===== src/sv/c2e_pkg.sv =====
// shared types, widths and tables for the calendar to epoch seconds converter
package c2e_pkg;

    localparam int YEAR_W = 11;
    localparam int MON_W  = 4;
    localparam int MDAY_W = 5;
    localparam int HOUR_W = 5;
    localparam int MIN_W  = 6;
    localparam int SEC_W  = 6;
    localparam int EPOCH_W = 36;
    localparam int YDAY_W  = 9;
    localparam int WDAY_W  = 3;

    // day count since the epoch and time of day in seconds
    localparam int DAY_W  = 20;
    localparam int TOD_W  = 17;
    localparam int PROD_W = DAY_W + TOD_W;

    localparam logic [YEAR_W-1:0]  YEAR_EPOCH   = 11'd70;
    localparam logic [YEAR_W-1:0]  YEAR_CENTURY = 11'd201;
    localparam logic [11:0]        YEAR_BASE    = 12'd1900;
    localparam logic [12:0]        RECIP_100    = 13'd5243;
    localparam int                 RECIP_SHIFT  = 19;
    localparam logic [TOD_W-1:0]   SEC_PER_DAY  = 17'd86400;
    localparam logic [EPOCH_W-1:0] EPOCH_MAX    = 36'h7_FFFF_FFFF;
    localparam logic [MON_W-1:0]   MON_FEB      = 4'd1;

    // payload handed from the day count stages to the seconds stages
    typedef struct packed {
        logic [DAY_W-1:0]  day;
        logic [TOD_W-1:0]  tod;
        logic [YDAY_W-1:0] yday;
        logic              early;
    } t_day_beat;

    // days before each month in a common year, months past december read as december
    function automatic logic [YDAY_W-1:0] days_before_month(input logic [MON_W-1:0] mon);
        logic [YDAY_W-1:0] d;
        case (mon)
            4'd0:    d = 9'd0;
            4'd1:    d = 9'd31;
            4'd2:    d = 9'd59;
            4'd3:    d = 9'd90;
            4'd4:    d = 9'd120;
            4'd5:    d = 9'd151;
            4'd6:    d = 9'd181;
            4'd7:    d = 9'd212;
            4'd8:    d = 9'd243;
            4'd9:    d = 9'd273;
            4'd10:   d = 9'd304;
            default: d = 9'd334;
        endcase
        return d;
    endfunction

endpackage


===== src/sv/c2e_tail.sv =====
// seconds stages: day times seconds per day, time of day add, saturation, weekday
module c2e_tail (
    input  logic                                i_clk,
    input  logic                                i_rst_n,
    input  logic                                i_vld,
    output logic                                o_rdy,
    input  c2e_pkg::t_day_beat                  i_beat,
    output logic                                o_valid,
    input  logic                                i_ready,
    output logic signed [c2e_pkg::EPOCH_W-1:0]  o_epoch_seconds,
    output logic        [c2e_pkg::YDAY_W-1:0]   o_day_of_year,
    output logic        [c2e_pkg::WDAY_W-1:0]   o_weekday,
    output logic                                o_before_epoch
);
    import c2e_pkg::*;

    logic r_v4, r_v5;
    logic adv4, adv5;

    logic [PROD_W-1:0] r_prod;
    logic [TOD_W-1:0]  r_tod;
    logic [5:0]        r_wsum;
    logic [YDAY_W-1:0] r_yday4;
    logic              r_before4;

    logic [PROD_W-1:0] n_prod;
    logic [DAY_W:0]    n_wx;
    logic [5:0]        n_wsum;

    logic [PROD_W:0]      n_secs;
    logic [EPOCH_W-1:0]   n_epoch;
    logic [3:0]           n_w2;
    logic [WDAY_W-1:0]    n_wday;

    logic [EPOCH_W-1:0] r_epoch;
    logic [YDAY_W-1:0]  r_yday5;
    logic [WDAY_W-1:0]  r_wday;
    logic               r_before5;

    assign adv5  = !r_v5 || i_ready;
    assign adv4  = !r_v4 || adv5;
    assign o_rdy = adv4;

    // octal digit sum keeps the value mod 7 since 8 is 1 mod 7
    always_comb begin
        n_prod = PROD_W'(i_beat.day) * PROD_W'(SEC_PER_DAY);
        n_wx   = (DAY_W+1)'(i_beat.day) + (DAY_W+1)'(4);
        n_wsum = '0;
        for (int k = 0; k < (DAY_W + 3) / 3; k++) begin
            n_wsum = n_wsum + 6'(n_wx[k*3 +: 3]);
        end
    end

    always_comb begin
        n_secs = (PROD_W+1)'(r_prod) + (PROD_W+1)'(r_tod);
        if (r_before4) begin
            n_epoch = '1;
        end else if (n_secs > (PROD_W+1)'(EPOCH_MAX)) begin
            n_epoch = EPOCH_MAX;
        end else begin
            n_epoch = n_secs[EPOCH_W-1:0];
        end
        n_w2 = 4'(r_wsum[5:3]) + 4'(r_wsum[2:0]);
        if (r_before4) begin
            n_wday = '0;
        end else if (n_w2 >= 4'd7) begin
            n_wday = WDAY_W'(n_w2 - 4'd7);
        end else begin
            n_wday = WDAY_W'(n_w2);
        end
    end

    always_ff @(posedge i_clk) begin
        if (!i_rst_n) begin
            r_v4 <= 1'b0;
            r_v5 <= 1'b0;
        end else begin
            if (adv4) begin
                r_v4 <= i_vld;
            end
            if (adv5) begin
                r_v5 <= r_v4;
            end
        end
    end

    always_ff @(posedge i_clk) begin
        if (adv4 && i_vld) begin
            r_prod    <= n_prod;
            r_tod     <= i_beat.tod;
            r_wsum    <= n_wsum;
            r_yday4   <= i_beat.yday;
            r_before4 <= i_beat.early;
        end
        if (adv5 && r_v4) begin
            r_epoch   <= n_epoch;
            r_yday5   <= r_before4 ? '0 : r_yday4;
            r_wday    <= n_wday;
            r_before5 <= r_before4;
        end
    end

    assign o_valid         = r_v5;
    assign o_epoch_seconds = $signed(r_epoch);
    assign o_day_of_year   = r_yday5;
    assign o_weekday       = r_wday;
    assign o_before_epoch  = r_before5;

endmodule


===== src/sv/calendar_to_epoch_seconds.sv =====
// top level: utc calendar date and time to seconds since 1970-01-01
//
// Converts one broken-down UTC date and time per beat into Unix seconds, the
// zero-based day of the year and the weekday (0 Sunday .. 6 Saturday). Years
// are counted from 1900; a year before 1970 gives epoch seconds of -1, day of
// year and weekday of 0 and raises before_epoch. Leap years follow the full
// Gregorian rule (2100, 2200, 2300 are common, 2400 is leap). A day number past
// the end of its month runs on into the next month, a month above 11 reads as
// December, day 0 reads as day 1, and oversized hour, minute or second values
// are added in without carry. Epoch seconds saturate at 2^35-1. The block is a
// five stage pipeline: one beat can enter every cycle while the output side is
// not stalled, and each result is held at the output until it is taken.
// The stage depth is set by the reciprocal multiplies for the century and
// leap tests and by the 20 x 17 bit day times 86400 multiply. Each stage holds
// a valid bit and moves on whenever the stage after it is empty or moving, so
// bubbles close up and input is taken while a finished result waits.
module calendar_to_epoch_seconds (
    input  logic                i_clk,
    input  logic                i_rst_n,
    input  logic                i_valid,
    output logic                o_ready,
    input  logic [10:0]         i_year_since_1900,
    input  logic [3:0]          i_month,
    input  logic [4:0]          i_day_of_month,
    input  logic [4:0]          i_hour,
    input  logic [5:0]          i_minute,
    input  logic [5:0]          i_second,
    output logic                o_valid,
    input  logic                i_ready,
    output logic signed [35:0]  o_epoch_seconds,
    output logic [8:0]          o_day_of_year,
    output logic [2:0]          o_weekday,
    output logic                o_before_epoch
);
    import c2e_pkg::*;

    // stage valid bits and advance enables
    logic r_v1, r_v2, r_v3;
    logic adv1, adv2, adv3;
    logic tail_rdy;

    // stage 1: clamps, month table, reciprocal multiplies, time of day
    logic [YEAR_W-1:0] n_years;
    logic [YEAR_W-1:0] n_cent;
    logic [11:0]       n_year_full;
    logic [MDAY_W-1:0] n_mday;
    logic [YDAY_W-1:0] n_ybase;
    logic [23:0]       n_cprod;
    logic [24:0]       n_yprod;
    logic [TOD_W-1:0]  n_tod;

    logic [YEAR_W-1:0] r_years;
    logic [11:0]       r_year_full;
    logic [23:0]       r_cprod;
    logic [24:0]       r_yprod;
    logic              r_cent_ge;
    logic              r_before1;
    logic              r_late_mon;
    logic [YDAY_W-1:0] r_ybase;
    logic [TOD_W-1:0]  r_tod1;

    // stage 2: leap test, century correction, days to start of year
    logic [4:0]        cq;
    logic [5:0]        yq;
    logic [1:0]        cq_low;
    logic              leap;
    logic [4:0]        n_corr;
    logic [DAY_W-1:0]  n_dbase;
    logic [YDAY_W-1:0] n_yday;

    logic [DAY_W-1:0]  r_dbase;
    logic [YDAY_W-1:0] r_yday2;
    logic [TOD_W-1:0]  r_tod2;
    logic              r_before2;

    // stage 3: day number since the epoch
    t_day_beat r_beat3;

    assign adv3    = !r_v3 || tail_rdy;
    assign adv2    = !r_v2 || adv3;
    assign adv1    = !r_v1 || adv2;
    assign o_ready = adv1;

    always_comb begin
        n_years     = i_year_since_1900 - YEAR_EPOCH;
        n_cent      = i_year_since_1900 - YEAR_CENTURY;
        n_year_full = 12'(i_year_since_1900) + YEAR_BASE;
        // day zero reads as day one
        n_mday      = (i_day_of_month == '0) ? MDAY_W'(1) : i_day_of_month;
        n_ybase     = days_before_month(i_month) + YDAY_W'(n_mday) - YDAY_W'(1);
        // floor(x / 100) as x * 5243 >> 19, exact for these ranges
        n_cprod     = 24'(n_cent) * 24'(RECIP_100);
        n_yprod     = 25'(n_year_full) * 25'(RECIP_100);
        n_tod       = TOD_W'(i_hour) * TOD_W'(3600) + TOD_W'(i_minute) * TOD_W'(60)
                    + TOD_W'(i_second);
    end

    always_comb begin
        cq     = r_cprod[RECIP_SHIFT +: 5];
        yq     = r_yprod[RECIP_SHIFT +: 6];
        // year % 4 follows the low bits since 1900 is a multiple of 4
        leap   = (r_year_full[1:0] == 2'b00)
              && ((r_year_full != 12'(yq) * 12'd100) || (yq[1:0] == 2'b00));
        // skipped leap days: three per 400 years plus one per extra century
        cq_low = (cq[1:0] == 2'd3) ? 2'd2 : cq[1:0];
        if (r_cent_ge) begin
            n_corr = 5'(cq[4:2]) * 5'd3 + 5'd1 + 5'(cq_low);
        end else begin
            n_corr = '0;
        end
        n_dbase = DAY_W'(r_years) * DAY_W'(365)
                + DAY_W'((YEAR_W+1)'(r_years) + (YEAR_W+1)'(1) >> 2)
                - DAY_W'(n_corr);
        n_yday  = r_ybase + YDAY_W'(r_late_mon && leap);
    end

    always_ff @(posedge i_clk) begin
        if (!i_rst_n) begin
            r_v1 <= 1'b0;
            r_v2 <= 1'b0;
            r_v3 <= 1'b0;
        end else begin
            if (adv1) begin
                r_v1 <= i_valid;
            end
            if (adv2) begin
                r_v2 <= r_v1;
            end
            if (adv3) begin
                r_v3 <= r_v2;
            end
        end
    end

    always_ff @(posedge i_clk) begin
        if (adv1 && i_valid) begin
            r_years     <= n_years;
            r_year_full <= n_year_full;
            r_cprod     <= n_cprod;
            r_yprod     <= n_yprod;
            r_cent_ge   <= (i_year_since_1900 >= YEAR_CENTURY);
            r_before1   <= (i_year_since_1900 < YEAR_EPOCH);
            r_late_mon  <= (i_month > MON_FEB);
            r_ybase     <= n_ybase;
            r_tod1      <= n_tod;
        end
        if (adv2 && r_v1) begin
            r_dbase   <= n_dbase;
            r_yday2   <= n_yday;
            r_tod2    <= r_tod1;
            r_before2 <= r_before1;
        end
        if (adv3 && r_v2) begin
            r_beat3.day   <= r_dbase + DAY_W'(r_yday2);
            r_beat3.tod   <= r_tod2;
            r_beat3.yday  <= r_yday2;
            r_beat3.early <= r_before2;
        end
    end

    // stages 4 and 5: seconds, saturation, weekday and the output register
    c2e_tail u_tail (
        .i_clk           (i_clk),
        .i_rst_n         (i_rst_n),
        .i_vld           (r_v3),
        .o_rdy           (tail_rdy),
        .i_beat          (r_beat3),
        .o_valid         (o_valid),
        .i_ready         (i_ready),
        .o_epoch_seconds (o_epoch_seconds),
        .o_day_of_year   (o_day_of_year),
        .o_weekday       (o_weekday),
        .o_before_epoch  (o_before_epoch)
    );

endmodule


===== config.mk =====
export PLATFORM = sky130hd
export DESIGN_NAME = calendar_to_epoch_seconds
export DESIGN_NICKNAME = d
export VERILOG_FILES = /design/src/sv/c2e_pkg.sv /design/src/sv/c2e_tail.sv /design/src/sv/calendar_to_epoch_seconds.sv
export SDC_FILE = /design/constraint.sdc
export NUM_CORES = 1
export LEC_CHECK = 0
export ABC_AREA = 1
export BUFFER_PORTS_ARGS = -buffer_cell sky130_fd_sc_hd__buf_2
export CAP_MARGIN = 20
export CORE_ASPECT_RATIO = 1.2
export CORE_MARGIN = 8
export CORE_UTILIZATION = 62
export DETAILED_ROUTE_END_ITERATION = 10
export PLACE_DENSITY_LB_ADDON = 0.1
export SLEW_MARGIN = 20
export SYNTH_ARGS = -nofsm -noshare
export SYNTH_HDL_FRONTEND = slang
export SYNTH_SLANG_ARGS = --single-unit
export TNS_END_PERCENT = 5

===== constraint.sdc =====
create_clock -name i_clk -period 10.3 [get_ports i_clk]
set_clock_uncertainty 0.15 [all_clocks]
set_input_delay 2.06 -clock i_clk [delete_from_list [all_inputs] [get_ports i_clk]]
set_output_delay 2.06 -clock i_clk [all_outputs]
set_load 0.02 [all_outputs]

* Word level (Yosys, flattened, before mapping)
Memories as Yosys holds them, arrays and structs flattened. Index checks and enable logic that the tools add are counted. Widths: inputs -> output; s select.
Word-level totals: memories 1, ROM bits 144, register bits after elaboration 312, output and inout bits 51
Memories:
- (name not given) | depth 16, bits a word 9, rd ports 1, clocked after Yosys merged registers in 0, write ports 0, RTL line c2e_pkg.sv:39 | case (mon)
Operators by class: reduce and logical (&&, ||, !) cells 22, eq/ne operators 2, $mul 8, $lt $le $gt $ge 5, mux-type cells 5, add/sub/neg operators 24
Operators with widths (number):
- $add 37x17->38 | 1
- $gt 38x35->1 const B | 1
- $mux 36 | 1
- $add 6x3->6 | 5
- $mul 20x10->30 const B | 1
- $mul 12x13->25 const B | 1
- $mul 11x13->24 const B | 1
- $add 20x3->21 const B | 1
- $add 20x10->20 | 1
- $add 20x9->20 | 1
- $mul 11x9->20 const B | 1
- $sub 20x5->20 | 1
- $add 17x12->17 | 1
- $add 17x6->17 | 1
- $mul 5x8->13 const B | 1
- $add 11x1->12 const B | 1
- $add 11x11->12 const B | 1
- $ne 12x12->1 | 1
- $ge 11x8->1 const B | 1
- $lt 11x7->1 const B | 1
- $sub 11x7->11 const B | 1
- $sub 11x8->11 const B | 1
- $mul 6x4->10 const B | 1
- $mul 6x5->10 const B | 1
- other kinds (20) | 38

* Depth between registers and ports, before layout
Gate-level depths: netlist of run 1.
word-level depth 7, depth in mapped cells 31, gate-level depth less buffers 31

* Cells and area by module
A second synthesis of run 1 with hierarchy kept.
Second synthesis, totals: cells, all modules 3025, area, all modules 28034.4 um2
By module, submodules not included:
- calendar_to_epoch_seconds | instances 1, cells each 1971, seq. area each 4744.6 um2, area each 18162.4 um2
- c2e_tail | instances 1, cells each 1054, seq. area each 3403.3 um2, area each 9872.0 um2

* Worst setup path before layout of run 1
Ideal clock, no wire load.
path type input port to flip-flop, start input port i_year_since_1900[2], end register r_yprod[23] (data pin), path buffers 0, arrival time 6990 ps, slack 2902 ps, stages 21, data required time 9892 ps, cells stage by stage inv_1 -> ha_1 -> or2_2 -> nand3_1 -> nand2_1 -> nand2_1 -> xor2_1 -> inv_1 -> fa_1 -> fa_1 -> fa_1 -> fa_1 -> fa_1 -> inv_1 -> ha_1 -> a21oi_1 -> a21boi_0 -> nand2_1 -> nand2_1 -> nand3_1 -> xor2_1
Between the ends: cells in the longest elaborated chain, start to end 2
Ends and longest elaborated chain:
- from (decl) | RTL line calendar_to_epoch_seconds.sv:22 | input logic [10:0] i_year_since_1900,
- $add 11x11->12 | RTL line calendar_to_epoch_seconds.sv:87 | n_year_full = 12'(i_year_since_1900) + YEAR_BASE;
- via n_year_full[10] | RTL line calendar_to_epoch_seconds.sv:45 | logic [11:0] n_year_full;
- $mul 12x13->25 | RTL line calendar_to_epoch_seconds.sv:93 | n_yprod = 25'(n_year_full) * 25'(RECIP_100);
- via n_yprod[23] | RTL line calendar_to_epoch_seconds.sv:49 | logic [24:0] n_yprod;
- to (signal assigned) | RTL line calendar_to_epoch_seconds.sv:140 | r_yprod <= n_yprod;
- to (decl) | RTL line calendar_to_epoch_seconds.sv:55 | logic [24:0] r_yprod;
The timed path passes the listed nets, and every way through them passes these cells. A chain may end at the register's enable or synchronous reset.

* Worst setup path in the final report of run 1
Same ends and word-level chain as after synthesis.

==> impl_metrics.json, run 1 <==
{
  "status": "completed",
  "syn_inst": 2994,
  "rows": 85,
  "required_ns": 10.47,
  "synthFlopType": "edfxtp_1",
  "crit_chain": "buf_2 -> inv_1 -> ha_1 -> or2_2 -> nand3_1 -> nand2_1 -> nand2_1 -> xor2_1 -> inv_1 -> fa_1 -> fa_1 -> fa_1 -> fa_1 -> fa_1 -> inv_1 -> ha_1 -> a21oi_1 -> a21boi_0 -> nand2_1 -> nand2_1 -> nand3_1 -> xor2_1",
  "setup-violations-final": 0,
  "die-area_um2": 51760,
  "io_pins": 92,
  "cts.sinks": 273,
  "drc": 0,
  "postRouteAntennaNets": 0,
  "cp_slowest_cell": "fa_1",
  "n_antenna_cell": 0,
  "async_flop_share_pct": 0,
  "area_growth_pct": 7.709,
  "max_cap_viol_count": 0,
  "die_h_um": 247.6,
  "yosysUniqueCellTypes": 40,
  "drive_gt1_share_pct": 5.871,
  "tns_ns": 0,
  "reg2reg_slack_ns": 4.72,
  "cp-start-kind": "input pin",
  "numCtsBuffers": 30,
  "worstReg2RegStart": "r_cprod[22]$_DFFE_PP_",
  "maxClockFrequency_mhz": 131.1,
  "cts.repair.resized": 0,
  "clk_latency_ns": 0.58,
  "hold_viol": 0,
  "routedWlPerCell_um": 16.06,
  "firstDrtPassIters": 5,
  "hold_class": "register to register",
  "end_kind": "register",
  "mostFrequentLayoutCells": "inv_1 (725), ha_1 (451), nand2_1 (437), edfxtp_1 (268), fa_1 (215)",
  "synth_area_per_cell_um2": 9.259,
  "rsz0062_at_grt": "false",
  "clk_path_buf_depth": 3,
  "cts_root_buf": "clkbuf_16",
  "cp-startpoint": "i_year_since_1900[2]",
  "cp_max_fo": 9,
  "hold_buffers": 0,
  "synth-seq-cells": 273,
  "routed_wirelength_um": 59410,
  "overflow": 0,
  "slew_viol_final": 0,
  "seq_area_frac_synth_pct": 29.39,
  "place_hpwl_um": 50690,
  "cp-endpoint": "r_yprod[23]$_DFFE_PP_",
  "core-area_um2": 44560,
  "netlist_area_um2": 27720,
  "slew-limit-headroom_pct": 36.54,
  "path_clk_slew_ns": 0.06,
  "final_nets": 3817,
  "r2r-end": "r_dbase[18]$_DFFE_PP_",
  "drt_iter0_markers": 785,
  "fp.dieW_um": 209.0,
  "syn_nets": 3701,
  "grt_util_all_layers_pct": 23.27,
  "grt_antenna_before_repair": 0,
  "start_util_pct": 62.21,
  "ys_warn_count": 0,
  "critical_path_class": "input pin to register",
  "reg2reg_depth": 22,
  "numPortBuffers": 91,
  "period_minus_slack_ns": 7.628,
  "critPathMostFrequentCell": "fa_1",
  "cts_tree": "yes",
  "final_common_cell": "inv_1",
  "num_vias": 19760,
  "grt_max_degree": 64,
  "cts_setup_buffers": 0,
  "grt_pass1_vias": 20440,
  "grt_pass1_wl_um": 98040,
  "gp_routability_congestion": 0.9518,
  "worst_path_largest_cell_delay_ns": 0.59,
  "arrival_ns": 7.80,
  "synth_edf_count": 268,
  "min_period_over_period_pct": 74.06,
  "vias_per_cell": 5.341,
  "htreeDepth": 1,
  "tightestPinTransition_ns": 0.9519
}
==> sequential cells by signal (all words and copies together) (netlist names), 3 cells and up <==
register,flops
r_beat3,47
u_tail.o_epoch_seconds,36
u_tail.r_prod,30
r_dbase,20
r_tod1,17
r_tod2,17
u_tail.r_tod,17
r_year_full,11
r_years,11
r_ybase,9
r_yday2,9
u_tail.o_day_of_year,9
u_tail.r_yday4,9
r_yprod,6
u_tail.r_wsum,6
r_cprod,5
u_tail.o_weekday,3
==> per-layer routing <==
metal | vias to the layer above | routed length [µm] | track usage, %
met5 | - | 0 | 0
li1 | 9858 | - | -
met3 | 104 | 1609 | 1.857
met1 | 9402 | 22870 | 25.01
met4 | 0 | 1610 | 6.763
met2 | 392 | 33330 | 47.60
==> critical path, delay by kind of cell <==
family	cells	cell delay (ns)
AO/OA/AOI/OAI	2	0.49
XOR/XNOR	2	0.61
adder cells (fa/ha/maj)	7	3.24
buffers and inverters	4	0.61
AND/OR/NAND/NOR	7	0.81
==> area by class of cell <==
type | instances | area [µm²]
sequential | 273 | 8148
inverter | 728 | 2733
tap | 565 | 706.9
timing repair buffer | 95 | 485.5
multi-input combinational | 1982 | 16780
clock inverter | 20 | 211.5
fill | 3680 | 14700
clock buffer | 36 | 793.3
==> Yosys cell counts, drive strengths merged, types with 6 or more instances <==
cell type,instances,area [µm²]
o211ai,7,52.55
or2,8,50.05
nand4,34,212.7
nand3b,10,75.07
fa,215,4304
nor3,37,210.2
buf,6,67.56
inv,728,2733
edfxtp,268,8048
ha,451,5643
xnor2,52,455.4
nand2,446,1697
nand3,150,785.8
o21ai,76,380.4
a31oi,11,68.82
xor2,118,1033
nor2,166,639.4
o21bai,19,142.6
a21oi,146,738.2
a21o,11,82.58
==> how the worst min path moves through the flow <==
stage                     startpoint                        end  slack, ns  cells after the start
2_1_floorplan    r_before2$_DFFE_PP_       r_beat3[0]$_DFFE_PP_       0.25                      0
3_3_place_gp   r_beat3[11]$_DFFE_PP_  u_tail.r_tod[1]$_DFFE_PP_       0.25                      0
3_5_place_dp     r_tod2[2]$_DFFE_PP_      r_beat3[12]$_DFFE_PP_       0.25                      0
4_1_cts         r_tod1[13]$_DFFE_PP_       r_tod2[13]$_DFFE_PP_       0.26                      0
5_1_grt         r_tod2[16]$_DFFE_PP_      r_beat3[26]$_DFFE_PP_       0.27                      0
6_report        r_tod1[13]$_DFFE_PP_       r_tod2[13]$_DFFE_PP_       0.26                      0
==> stage by stage <==
stage / area [µm²] / setup WS [ns] / hold slack (ns) / instances / util [%]
5_1_grt: 29860 / 2.255 / 0.2711 / 3699 / 67.00
2_1_floorplan: 27720 / 2.902 / 0.2503 / 2994 / -
6_report: 29860 / 2.672 / 0.2600 / 3699 / 67.00
3_3_place_gp: 28850 / 2.144 / 0.2501 / 3643 / 64.75
4_1_cts: 29860 / 2.688 / 0.2637 / 3699 / 67.00
3_5_place_dp: 28850 / 2.090 / 0.2545 / 3643 / 64.75
==> logic make-up (layout without fill, tap and decap cells) <==
family                   Yosys count  after routing  share of synthesized area, %
AND/OR/NAND/NOR                  862            862                         13.50
AO/OA/AOI/OAI                    284            284                         5.678
adder cells (fa/ha/maj)          666            666                         35.88
flip-flops                       273            273                         29.39
XOR/XNOR                         170            170                         5.371
buffers and inverters            739            879                         10.17
Power of run 1 is left out: the tool's default activity adds up to more than one toggle a clock period on the data nets, which glitch-free logic cannot reach.
==> run 2: changes to the inputs <==
CORE_UTILIZATION = 59   (was 62)
clock period = 6.75 ns   (was 10.3 ns; I/O delays follow)
==> impl_metrics.json, run 2 (same netlist as run 1, synthesis figures left out) <==
{
  "tightestPinTransition_ns": 0.9437,
  "rsz0062_at_grt": "false",
  "numPortBuffers": 91,
  "final_common_cell": "inv_1",
  "r2r-end": "r_dbase[16]$_DFFE_PP_",
  "cp_slowest_cell": "fa_1",
  "htreeDepth": 1,
  "routed_wirelength_um": 60540,
  "required_ns": 6.91,
  "regMostFlops": "r_beat3",
  "hold_viol": 0,
  "wl_met1_um": 23240,
  "overflow": 0,
  "postRouteAntennaNets": 0,
  "hold_class": "register to register",
  "dp_slack_ns": -0.02751,
  "die-area_um2": 54200,
  "grt_antenna_before_repair": 0,
  "routed-wl-met2_um": 33740,
  "arrival_ns": 6.40,
  "place_hpwl_um": 52070,
  "vias_per_cell": 5.190,
  "slew-limit-headroom_pct": 37.09,
  "min_period_over_period_pct": 92.39,
  "crit_chain": "buf_2 -> inv_1 -> ha_1 -> or2_2 -> nand3_1 -> nand2_1 -> nand2_1 -> xor2_1 -> inv_1 -> fa_1 -> fa_1 -> fa_1 -> fa_1 -> fa_1 -> inv_1 -> ha_1 -> a21oi_1 -> a21boi_0 -> nand2_1 -> nand2_1 -> nand3_1 -> xor2_1",
  "reg2reg_depth": 22,
  "cts.sinks": 273,
  "path_clk_slew_ns": 0.07,
  "cts.repair.resized": 0,
  "num_vias": 19620,
  "gp_routability_congestion": 0.9430,
  "grt_pass1_wl_um": 100100,
  "hold_start": "r_beat3[10]$_DFFE_PP_",
  "cp_max_fo": 3,
  "drc": 0,
  "hold_buffers": 0,
  "grt_pass1_vias": 20840,
  "numCtsBuffers": 27,
  "grt_max_degree": 64,
  "critical_path_class": "input pin to register",
  "n_antenna_cell": 0,
  "slew_viol_final": 0,
  "firstDrtPassIters": 6,
  "clk_latency_ns": 0.56,
  "setup-violations-final": 0,
  "final_nets": 3848,
  "cts_root_buf": "clkbuf_16",
  "die_h_um": 253.4,
  "routedWlPerCell_um": 16.01,
  "area_growth_pct": 8.274,
  "status": "completed",
  "wl_met3_um": 1436,
  "maxClockFrequency_mhz": 160.4,
  "end_kind": "register",
  "whs_path_depth": 0,
  "mostFrequentLayoutCells": "inv_1 (725), ha_1 (451), nand2_1 (437), edfxtp_1 (268), fa_1 (215)",
  "worst_path_largest_cell_delay_ns": 0.57,
  "fill_cells": 3905,
  "grt_util_all_layers_pct": 22.92,
  "route.top_layer_used": "met4",
  "reg2reg_slack_ns": 1.27,
  "holdPathEnd": "u_tail.r_tod[0]$_DFFE_PP_",
  "max_cap_viol_count": 0,
  "cp-start-kind": "input pin",
  "multi_input_area_um2": 16780,
  "largest_reg_flops": 47,
  "drt_iter0_markers": 760,
  "start_util_pct": 59.36,
  "setup_slack_ns": 0.5140,
  "cts_tree": "yes",
  "cts_setup_buffers": 0,
  "io_pins": 92,
  "fp.dieW_um": 213.9,
  "drive_gt1_share_pct": 6.586,
  "clk_path_buf_depth": 3,
  "critPathMostFrequentCell": "fa_1",
  "seqCellArea_um2": 8148,
  "worstReg2RegStart": "r_cprod[22]$_DFFE_PP_",
  "rows": 87,
  "core-area_um2": 46700,
  "period_minus_slack_ns": 6.236
}
[run 2: changes by cell type in the layout (fill, tap and decap cells not counted), moves of 2 or more]
cell	change
buf_4	+34
clkbuf_8	-2
clkbuf_16	-3
clkinv_4	-2
clkinvlp_4	-2
[run 2: worst max-delay path, delay by kind of cell]
family                   cells  cell delay (ns)
AO/OA/AOI/OAI                2             0.49
XOR/XNOR                     2             0.34
AND/OR/NAND/NOR              7             0.80
buffers and inverters        4             0.29
adder cells (fa/ha/maj)      7             3.13
[run 2: layer usage]
metal / track usage [%] / up-vias
li1: - / 9899
met1: 24.30 / 9292
met2: 45.85 / 310
met3: 1.919 / 123
met4: 8.253 / 0
met5: 0 / -
[run 2: stage by stage]
step / TNS, ns / cell area, µm² / cells / hold WS, ns / util (%)
floorplan: 0 / 27720 / 2994 / 0.2503 / -
finish: 0 / 30010 / 3781 / 0.2671 / 64.27
CTS: 0 / 30010 / 3781 / 0.2663 / 64.27
global placement: -0.01429 / 29180 / 3735 / 0.2501 / 62.49
global route: 0 / 30010 / 3781 / 0.2694 / 64.27
detailed placement: -0.06124 / 29180 / 3735 / 0.2545 / 62.49
[run 2: worst max-delay path by stage]
stage,start,endpoint,cells past startpoint
floorplan,i_year_since_1900[2],r_yprod[23]$_DFFE_PP_,21
global placement,i_year_since_1900[2],r_yprod[23]$_DFFE_PP_,22
detailed placement,i_year_since_1900[2],r_yprod[23]$_DFFE_PP_,22
CTS,i_year_since_1900[2],r_yprod[23]$_DFFE_PP_,22
global route,i_year_since_1900[2],r_yprod[24]$_DFFE_PP_,27
finish,i_year_since_1900[2],r_yprod[23]$_DFFE_PP_,22
[run 2: cell type report]
| type | count | share of cell area (%) |
|---|---|---|
| multi-input cells | 1982 | 55.91 |
| flip-flops and latches | 273 | 27.15 |
| inverters | 728 | 9.105 |
| well taps | 623 | 2.597 |
| repair buffers | 129 | 2.468 |
| clock buffers | 31 | 2.301 |
| clock inverters | 15 | 0.4752 |
Power of run 2 is left out for the same reason.
